`src/design/ppstep_pkg.sv`:
```
// ---------------------------------------------------------------------------
// ppstep_pkg
// shared types, opcodes and the monomial exponent and monomial count functions
// ---------------------------------------------------------------------------
package ppstep_pkg;

  localparam int unsigned Attrs  = 4;
  localparam int unsigned AttrW  = 13;
  localparam int unsigned CoefW  = 24;
  localparam int unsigned MonoW  = 17;
  localparam int unsigned ScoreW = 32;
  localparam int unsigned StepW  = 12;
  localparam int unsigned FracW  = 12;

  typedef enum logic [1:0] {
    OP_CLASSIFY = 2'd0,
    OP_TRAIN    = 2'd1,
    OP_RESET    = 2'd2,
    OP_NONE     = 2'd3
  } op_e;

  typedef enum logic [0:0] {
    REG_LEARN_STEP    = 1'b0,
    REG_INITIAL_COEFF = 1'b1
  } reg_e;

  typedef struct packed {
    logic [1:0]       op;
    logic [AttrW-1:0] attr_0;
    logic [AttrW-1:0] attr_1;
    logic [AttrW-1:0] attr_2;
    logic [AttrW-1:0] attr_3;
    logic             label_positive;
  } in_t;

  typedef struct packed {
    logic                     predicted_positive;
    logic                     mistake;
    logic signed [ScoreW-1:0] score;
  } out_t;

  // back-end state machine
  typedef enum logic [2:0] {
    ST_IDLE,
    ST_MONO,
    ST_PROD,
    ST_ACC,
    ST_UPD,
    ST_DONE
  } be_state_e;

  // exponent of attribute k in term t, lexicographic order, attribute 0 most significant
  function automatic logic [2:0] term_exp(input int t, input int k, input int attrs,
                                         input int order);
    int digit [8];
    int cnt;
    int sum;
    int j;
    logic [2:0] res;
    res = '0;
    cnt = 0;
    for (j = 0; j < 8; j++) digit[j] = 0;
    for (int n = 0; n < 65536; n++) begin
      sum = 0;
      for (j = 0; j < attrs; j++) sum += digit[j];
      if (sum <= order) begin
        if (cnt == t) res = 3'(digit[k]);
        cnt++;
      end
      j = attrs - 1;
      while (j >= 0 && digit[j] == order) begin
        digit[j] = 0;
        j--;
      end
      if (j < 0) break;
      digit[j]++;
    end
    return res;
  endfunction

  // number of monomials of total degree up to order, by the same odometer walk
  function automatic int mono_count(input int attrs, input int order);
    int digit [8];
    int c;
    int sum;
    int j;
    c = 0;
    for (j = 0; j < 8; j++) digit[j] = 0;
    for (int n = 0; n < 65536; n++) begin
      sum = 0;
      for (j = 0; j < attrs; j++) sum += digit[j];
      if (sum <= order) c++;
      j = attrs - 1;
      while (j >= 0 && digit[j] == order) begin
        digit[j] = 0;
        j--;
      end
      if (j < 0) break;
      digit[j]++;
    end
    return c;
  endfunction

endpackage

```
`src/design/ppstep_front.sv`:
```
// ---------------------------------------------------------------------------
// ppstep_front
// accepts items and queues them for the back end
// ---------------------------------------------------------------------------
module ppstep_front (
  input  logic              clk_i,
  input  logic              rst_ni,
  input  logic              push,
  output logic              full,
  input  ppstep_pkg::in_t   item_i,
  output logic              q_valid_o,
  input  logic              q_take_i,
  output ppstep_pkg::in_t   q_item_o
);
  import ppstep_pkg::*;

  // two-entry queue
  in_t        mem_q [2];
  logic       wr_q, rd_q;
  logic [1:0] cnt_q;
  logic       do_push, do_pop;

  assign full      = cnt_q == 2'd2;
  assign do_push   = push && !full;
  assign q_valid_o = cnt_q != 2'd0;
  assign do_pop    = q_take_i && q_valid_o;
  assign q_item_o  = mem_q[rd_q];

  always_ff @(posedge clk_i or negedge rst_ni) begin
    if (!rst_ni) begin
      wr_q  <= 1'b0;
      rd_q  <= 1'b0;
      cnt_q <= 2'd0;
    end else begin
      if (do_push) wr_q <= !wr_q;
      if (do_pop) rd_q <= !rd_q;
      cnt_q <= cnt_q + 2'(do_push) - 2'(do_pop);
    end
  end

  always_ff @(posedge clk_i) begin
    if (do_push) mem_q[wr_q] <= item_i;
  end

`ifndef ASSERT_OFF
  a_no_overflow: assert property (@(posedge clk_i) disable iff (!rst_ni)
    cnt_q != 2'd3) else $error("queue count out of range");
  a_ptr_match: assert property (@(posedge clk_i) disable iff (!rst_ni)
    (cnt_q == 2'd0 || cnt_q == 2'd2) |-> wr_q == rd_q) else $error("pointer mismatch");
  a_full_hold: assert property (@(posedge clk_i) disable iff (!rst_ni)
    full && !do_pop |=> full) else $error("full dropped without pop");
`endif
endmodule

```
`src/design/ppstep_back.sv`:
```
// ---------------------------------------------------------------------------
// ppstep_back
// walks the terms with separate monomial and coefficient multipliers, then updates coefficients on a training mistake
// ---------------------------------------------------------------------------
module ppstep_back #(
  parameter int ORDER = 2,
  parameter int TERMS = 15
) (
  input  logic                                  clk_i,
  input  logic                                  rst_ni,
  input  logic                                  q_valid_i,
  output logic                                  q_take_o,
  input  ppstep_pkg::in_t                       q_item_i,
  input  logic [ppstep_pkg::StepW-1:0]          learn_step_i,
  input  logic signed [ppstep_pkg::CoefW-1:0]   initial_coeff_i,
  output logic                                  res_valid_o,
  input  logic                                  res_ready_i,
  output ppstep_pkg::out_t                      res_o
);
  import ppstep_pkg::*;

  localparam int Used = (TERMS < mono_count(Attrs, ORDER)) ? TERMS
                                                           : mono_count(Attrs, ORDER);
  localparam int TW   = (TERMS > 1) ? $clog2(TERMS) : 1;
  localparam int AW   = (Attrs > 1) ? $clog2(Attrs) : 1;
  localparam int PW   = $clog2(ORDER + 1) + 1;
  localparam int AccW = CoefW + MonoW + 8;

  be_state_e state_q, state_d;
  logic signed [CoefW-1:0] coef_q [TERMS];
  logic [TERMS-1:0]        nz_q;
  in_t                     item_q;
  logic [TW-1:0]           t_q;
  logic [AW-1:0]           k_q;
  logic [PW-1:0]           p_q;
  logic [MonoW-1:0]        mono_q;
  logic signed [AccW-1:0]  prod_q, acc_q;
  logic signed [CoefW-1:0] cur_coef;
  logic [AttrW-1:0]        cur_attr;
  logic [2:0]              cur_exp;
  logic [2:0]              exp_tab [TERMS][Attrs];
  logic [MonoW+AttrW-1:0]  mono_mul;
  logic signed [CoefW+MonoW:0] prod_mul;
  logic signed [ScoreW-1:0] score_sat;
  logic                    last_t, wrong, dir_up;
  logic signed [CoefW+1:0] upd;
  out_t                    res_q;
  logic                    res_v_q;

  // constant exponent table
  for (genvar gt = 0; gt < TERMS; gt++) begin : g_exp_t
    for (genvar gk = 0; gk < Attrs; gk++) begin : g_exp_k
      assign exp_tab[gt][gk] = term_exp(gt, gk, Attrs, ORDER);
    end
  end

  always_comb begin
    unique case (k_q)
      2'd0:    cur_attr = item_q.attr_0;
      2'd1:    cur_attr = item_q.attr_1;
      2'd2:    cur_attr = item_q.attr_2;
      default: cur_attr = item_q.attr_3;
    endcase
  end

  assign cur_exp  = exp_tab[t_q][k_q];
  assign cur_coef = coef_q[t_q];
  assign mono_mul = mono_q * cur_attr;
  assign prod_mul = cur_coef * $signed({1'b0, mono_q});
  assign last_t   = t_q == TW'(Used - 1);

  always_comb begin
    if (acc_q > AccW'(signed'(32'h7fffffff)))       score_sat = 32'sh7fffffff;
    else if (acc_q < -AccW'(signed'(33'sh80000000))) score_sat = 32'sh80000000;
    else score_sat = ScoreW'(acc_q);
  end

  assign wrong  = item_q.op == OP_TRAIN &&
                  ((score_sat > 0 && !item_q.label_positive) ||
                   (score_sat < 0 && item_q.label_positive));
  assign dir_up = item_q.label_positive;

  always_comb begin
    state_d  = state_q;
    q_take_o = 1'b0;
    unique case (state_q)
      ST_IDLE: if (q_valid_i && !res_v_q) begin
        q_take_o = 1'b1;
        state_d  = ST_MONO;
      end
      ST_MONO: begin
        if (item_q.op == OP_RESET || item_q.op == OP_NONE) state_d = ST_DONE;
        else if ((p_q >= PW'(cur_exp)) && k_q == AW'(Attrs - 1)) state_d = ST_PROD;
      end
      ST_PROD: state_d = ST_ACC;
      ST_ACC:  state_d = last_t ? ST_UPD : ST_MONO;
      ST_UPD:  state_d = last_t || !wrong ? ST_DONE : ST_UPD;
      ST_DONE: state_d = ST_IDLE;
      default: state_d = ST_IDLE;
    endcase
  end

  always_ff @(posedge clk_i or negedge rst_ni) begin
    if (!rst_ni) begin
      state_q <= ST_IDLE;
      res_v_q <= 1'b0;
      for (int t = 0; t < TERMS; t++) coef_q[t] <= CoefW'(410);
    end else begin
      state_q <= state_d;
      if (res_v_q && res_ready_i) res_v_q <= 1'b0;
      if (state_q == ST_DONE) res_v_q <= 1'b1;
      if (state_q == ST_MONO && item_q.op == OP_RESET)
        for (int t = 0; t < TERMS; t++) coef_q[t] <= initial_coeff_i;
      if (state_q == ST_UPD && wrong && nz_q[t_q]) begin
        if (upd > 26'sd8388607)       coef_q[t_q] <= 24'sh7fffff;
        else if (upd < -26'sd8388608) coef_q[t_q] <= 24'sh800000;
        else                          coef_q[t_q] <= CoefW'(upd);
      end
    end
  end

  assign upd = dir_up ? cur_coef + $signed({2'b0, learn_step_i})
                      : cur_coef - $signed({2'b0, learn_step_i});

  always_ff @(posedge clk_i) begin
    unique case (state_q)
      ST_IDLE: begin
        item_q <= q_item_i;
        t_q    <= '0;
        k_q    <= '0;
        p_q    <= '0;
        mono_q <= MonoW'(1 << FracW);
        acc_q  <= '0;
      end
      ST_MONO: begin
        if (p_q < PW'(cur_exp)) begin
          mono_q <= MonoW'(mono_mul >> FracW);
          p_q    <= p_q + 1'b1;
        end else if (k_q != AW'(Attrs - 1)) begin
          k_q <= k_q + 1'b1;
          p_q <= '0;
        end
      end
      ST_PROD: prod_q <= AccW'(prod_mul >>> FracW);
      ST_ACC: begin
        acc_q     <= acc_q + prod_q;
        nz_q[t_q] <= prod_q != 0;
        mono_q    <= MonoW'(1 << FracW);
        k_q       <= '0;
        p_q       <= '0;
        t_q       <= last_t ? '0 : t_q + 1'b1;
      end
      ST_UPD: begin
        t_q <= t_q + 1'b1;
        if (t_q == '0) begin
          res_q.predicted_positive <= score_sat >= 0;
          res_q.mistake            <= wrong;
          res_q.score              <= score_sat;
        end
      end
      ST_DONE: begin
        if (item_q.op == OP_RESET || item_q.op == OP_NONE) res_q <= '0;
      end
      default: ;
    endcase
  end

  assign res_valid_o = res_v_q;
  assign res_o       = res_q;

`ifndef ASSERT_OFF
  a_take_idle: assert property (@(posedge clk_i) disable iff (!rst_ni)
    q_take_o |-> state_q == ST_IDLE && !res_v_q) else $error("take while busy");
  a_res_after_done: assert property (@(posedge clk_i) disable iff (!rst_ni)
    $rose(res_v_q) |-> $past(state_q) == ST_DONE) else $error("result without done");
  a_no_take_while_res: assert property (@(posedge clk_i) disable iff (!rst_ni)
    res_v_q |-> !q_take_o) else $error("overlap");
`endif
endmodule

```
`src/design/polynomial_perceptron_step.sv`:
```
// sequence: an item is queued and taken; for each term the monomial is built from the
// attributes, scaled by its coefficient and accumulated; then come update and done;
// a training mistake walks the update over all used terms; reset and unused ops skip it
// throughput: one item at a time, the back end takes the next once the result is popped
// reset: async active low; coefficients load 410, learn_step 41, initial_coeff 410
// ---------------------------------------------------------------------------
// polynomial_perceptron_step
// perceptron over polynomial features with a queue front end and serial back end
// ---------------------------------------------------------------------------
module polynomial_perceptron_step #(
  parameter int ORDER = 2,
  parameter int TERMS = 15
) (
  input  logic              clk_i,
  input  logic              rst_ni,
  input  logic              push,
  output logic              full,
  input  ppstep_pkg::in_t   item_i,
  output logic              empty,
  input  logic              pop,
  output ppstep_pkg::out_t  result_o,
  input  logic              cfg_we_i,
  input  logic              cfg_idx_i,
  input  logic [23:0]       cfg_data_i
);
  import ppstep_pkg::*;

  // configuration registers
  logic [StepW-1:0]        learn_step_q;
  logic signed [CoefW-1:0] initial_coeff_q;

  always_ff @(posedge clk_i or negedge rst_ni) begin
    if (!rst_ni) begin
      learn_step_q    <= StepW'(41);
      initial_coeff_q <= CoefW'(410);
    end else if (cfg_we_i) begin
      unique case (cfg_idx_i)
        REG_LEARN_STEP:    learn_step_q    <= cfg_data_i[StepW-1:0];
        REG_INITIAL_COEFF: initial_coeff_q <= cfg_data_i;
        default: ;
      endcase
    end
  end

  // queue between front and back
  logic q_valid, q_take, res_valid;
  in_t  q_item;

  ppstep_front u_front (
    .clk_i, .rst_ni, .push, .full, .item_i,
    .q_valid_o(q_valid), .q_take_i(q_take), .q_item_o(q_item)
  );

  // serial term walker
  ppstep_back #(.ORDER(ORDER), .TERMS(TERMS)) u_back (
    .clk_i, .rst_ni,
    .q_valid_i(q_valid), .q_take_o(q_take), .q_item_i(q_item),
    .learn_step_i(learn_step_q), .initial_coeff_i(initial_coeff_q),
    .res_valid_o(res_valid), .res_ready_i(pop), .res_o(result_o)
  );

  assign empty = !res_valid;

`ifndef ASSERT_OFF
  a_result_holds: assert property (@(posedge clk_i) disable iff (!rst_ni)
    !empty && !pop |=> !empty) else $error("result lost");
  a_result_stable: assert property (@(posedge clk_i) disable iff (!rst_ni)
    !empty && !pop |=> $stable(result_o)) else $error("result changed");
  a_pop_clears: assert property (@(posedge clk_i) disable iff (!rst_ni)
    !empty && pop |=> empty) else $error("result repeated");
`endif
endmodule
```
`config.mk`:
```
export PLATFORM = sky130hd
export DESIGN_NAME = polynomial_perceptron_step
export DESIGN_NICKNAME = d
export VERILOG_FILES = /design/src/design/ppstep_pkg.sv /design/src/design/ppstep_front.sv /design/src/design/ppstep_back.sv /design/src/design/polynomial_perceptron_step.sv
export SDC_FILE = /design/constraint.sdc
export NUM_CORES = 2
export LEC_CHECK = 0
export BUFFER_PORTS_ARGS = -buffer_cell sky130_fd_sc_hd__buf_2
export CORE_UTILIZATION = 30
export CTS_CLUSTER_SIZE = 12
export DETAILED_ROUTE_END_ITERATION = 16
export PLACE_DENSITY = 0.55
export REMOVE_ABC_BUFFERS = 1
export SYNTH_ARGS = -nofsm -noshare
export SYNTH_HDL_FRONTEND = slang
export SYNTH_SLANG_ARGS = --single-unit
export TNS_END_PERCENT = 30
```
`constraint.sdc`:
```
create_clock -name clk_i -period 10.2 [get_ports clk_i]
set_input_delay 0.51 -clock clk_i [delete_from_list [all_inputs] [get_ports clk_i]]
set_output_delay 0.51 -clock clk_i [all_outputs]
set_load 0.03 [all_outputs]
```
==> flow_summary.yaml <==
detailed_routing:
  first_iter_violations: 3234
  routedWlPerCell_um: 20.4
  routed_wl_um: 162000
  drt.antenna.violating_nets: 0
  vias_per_cell: 5.12
  firstDrtPassIters: 6
  route.detailed.drc: 0
  vias: 40600
layout:
  fin_nets: 6294
  fillers: 18700
  instances_no_fill: 7941
  drive_gt1_frac: 0.123
  syn_to_final_growth_pct: 11.8
  fin_util: 0.339
timing:
  fin_crit_ns: 8.73
  finalSetupViolations: 0
  tns_ns: 0
  rsz0062_at_grt: "false"
  fin_skew_ns: 0.0670
  fin_crit_sh: 0.856
  finalHoldViolations: 0
  worst_pin_slew_ns: 1.42
  drv_slew: 0
  maxClockFrequency_mhz: 115
  max-slew-margin-rel: 0.0461
floorplan:
  dieArea_mm2: 0.190
  initial_core_util: 0.304
  dieHeight_um: 436
  core-area_mm2: 0.186
  die_w_um: 436
  num_rows: 158
  ios: 121
cts:
  cts_sinks: 723
  postCtsSetupBuffers: 0
  clk_pin_slew_worst_paths_ns: 0.06
  cts_tree: "done"
  cts_buffer_depth: 3
  cts_buffers: 84
  insertion_delay_ns: 0.73
  cts-root-buf: "clkbuf_16"
  h-tree-depth: 3
global_routing:
  grtUsageTotal: 0.170
  grt_pass1_wl_um: 255000
  antenna_found_initial: 3
  gr-total-overflow: 0
  grt_max_degree: 160
  first_global_vias: 42800
worst_setup_path:
  critPathMaxFanout: 19
  crit_arrival_ns: 9.23
  crit_type: "reg -> reg"
  cp-start-kind: "flip-flop"
  crit_path_end_kind: "flip-flop"
  cp.required_ns: 10.70
logic_synthesis:
  ys_seq_elements: 723
  ys.flop_type: "dfrtp_1"
  synth.top_cell.area_share: 0.200
  ys_seq_area_frac: 0.350
  synth_edf_count: 319
  async_flop_share: 0.559
  synth_area_leaders: "fa_1 20%, edfxtp_1 17%, dfrtp_1 14%"
  yosysUniqueCellTypes: 82
  postSynthAreaPerCell_um2: 10.5
  synth_area_leader_cell: "fa_1"
  syn_inst: 5384
  synth_common_cells: "702 x inv_1, 564 x fa_1, 512 x a21oi_1, 493 x nand2_1, 321 x dfrtp_1"
  synth_most_common_cell: "inv_1"
  ys_warn_count: 0
  syn_area_mm2: 0.0565
status:
  status: "finished clean"
placement:
  dp_cells: 7719
  port_buffers: 120
  place.gp.congestion: 0.855
  hpwl_um: 112000
run:
  maxCapViolCount: 0
min_path:
  hp-class: "in -> reg"
==> cell families (layout without fill, tap and decap cells) <==
logic type / after synthesis / after routing / share of synthesized area
flip-flops: 723 / 723 / 0.350
other: 0 / 3 / 0
XOR/XNOR: 122 / 122 / 0.0194
AND/OR/NAND/NOR: 1189 / 1189 / 0.101
multiplexers: 221 / 221 / 0.0630
buffers and inverters: 1067 / 1141 / 0.0720
AO/OA/AOI/OAI: 1231 / 1231 / 0.136
adder cells (fa/ha/maj): 831 / 831 / 0.258
==> area by class of cell <==
type	instances	area, um2	share of cell area
Inverter	706	2650	0.0419
Clock buffer	117	2350	0.0372
Clock inverter	37	412	0.00652
Sequential cell	723	19800	0.313
Multi-Input combinational cell	3594	32800	0.520
Antenna cell	3	7.51	0.000119
Timing Repair Buffer	281	2030	0.0322
Tap cell	2480	3100	0.0491
==> flip-flops by register name, indices dropped and copies added (netlist names), 3 cells and up <==
| signal | flops |
|---|---|
| u_back.mono_q | 17 |
| u_back.coef_q | 360 |
| initial_coeff_q | 24 |
| learn_step_q | 12 |
| u_back.res_o | 34 |
| u_back.p_q | 3 |
| u_back.nz_q | 15 |
| u_back.acc_q | 49 |
| u_back.prod_q | 30 |
| u_front.mem_q | 110 |
| u_back.state_q | 3 |
| u_back.item_q | 54 |
| u_back.t_q | 4 |
==> cell usage in the layout, fill, tap and decap left out, types with 99 or more instances in the layout <==
cell      instances
dfrtp_1         320
nand2_1         493
fa_1            564
edfxtp_1        319
a21oi_1         512
inv_1           702
a211oi_1        309
buf_2           119
nor2_1          179
and2_1          305
mux4_2           99
ha_1            255
==> final timing paths <==
path,end,start,slack [ns],depth (start not counted)
setup reg to reg,u_back.prod_q[29]$_DFFE_PP_,u_back.t_q[0]$_SDFFCE_PN0P_,1.47,24
min in group asynchronous,initial_coeff_q[14]$_DFFE_PN0P_,rst_ni,0.41,2
hold / removal,initial_coeff_q[3]$_DFFE_PN1P_,cfg_data_i[3],0.05,2
max in group asynchronous,u_back.coef_q[43]$_DFF_PN0_,rst_ni,8.20,3
setup / recovery,u_back.prod_q[29]$_DFFE_PP_,u_back.t_q[0]$_SDFFCE_PN0P_,1.47,24
hold reg to reg,initial_coeff_q[17]$_DFFE_PN0P_,initial_coeff_q[17]$_DFFE_PN0P_,0.50,1
==> critical path, cell delays in order (launching register included) <==
cell and delay (ns):
edfxtp_1 0.66, buf_4 0.36, nor2b_2 0.71, buf_4 0.39
nand2_1 0.08, o21ai_0 0.06, mux4_2 0.63, and2_1 0.25
inv_1 0.07, fa_1 0.56, inv_1 0.13, fa_1 0.83
fa_1 0.53, fa_1 0.50, fa_1 0.49, inv_1 0.05
fa_1 0.47, inv_1 0.04, ha_1 0.32, and3_1 0.23
nor2b_1 0.14, o31ai_1 0.31, nand3_1 0.19, a2111o_1 0.39
o211ai_1 0.09
==> per-layer routing <==
layer / global-route usage / share of wire
met5: 0 / 0
met4: 0.0494 / 0.025
met3: 0.0221 / 0.053
met2: 0.282 / 0.48
met1: 0.232 / 0.45
==> stage by stage <==
stage	hold WS, ns	area (um2)	setup WS [ns]
3_5_place_dp	0.490	59800	1.53
4_1_cts	0.00502	63200	1.45
5_1_grt	0.0396	63200	0.969
6_report	0.0510	63200	1.47
3_3_place_gp	0.478	59800	1.60
2_1_floorplan	0.214	55100	-0.223
==> repair_timing <==
action / 4_1_cts / 5_1_grt
hold endpoints to repair: 201 / 0
resized for setup: 0 / 0
hold buffers: 65 / 0
Power is left out: the tool's default activity adds up to more than one toggle a clock period on the data nets, which glitch-free logic cannot reach.
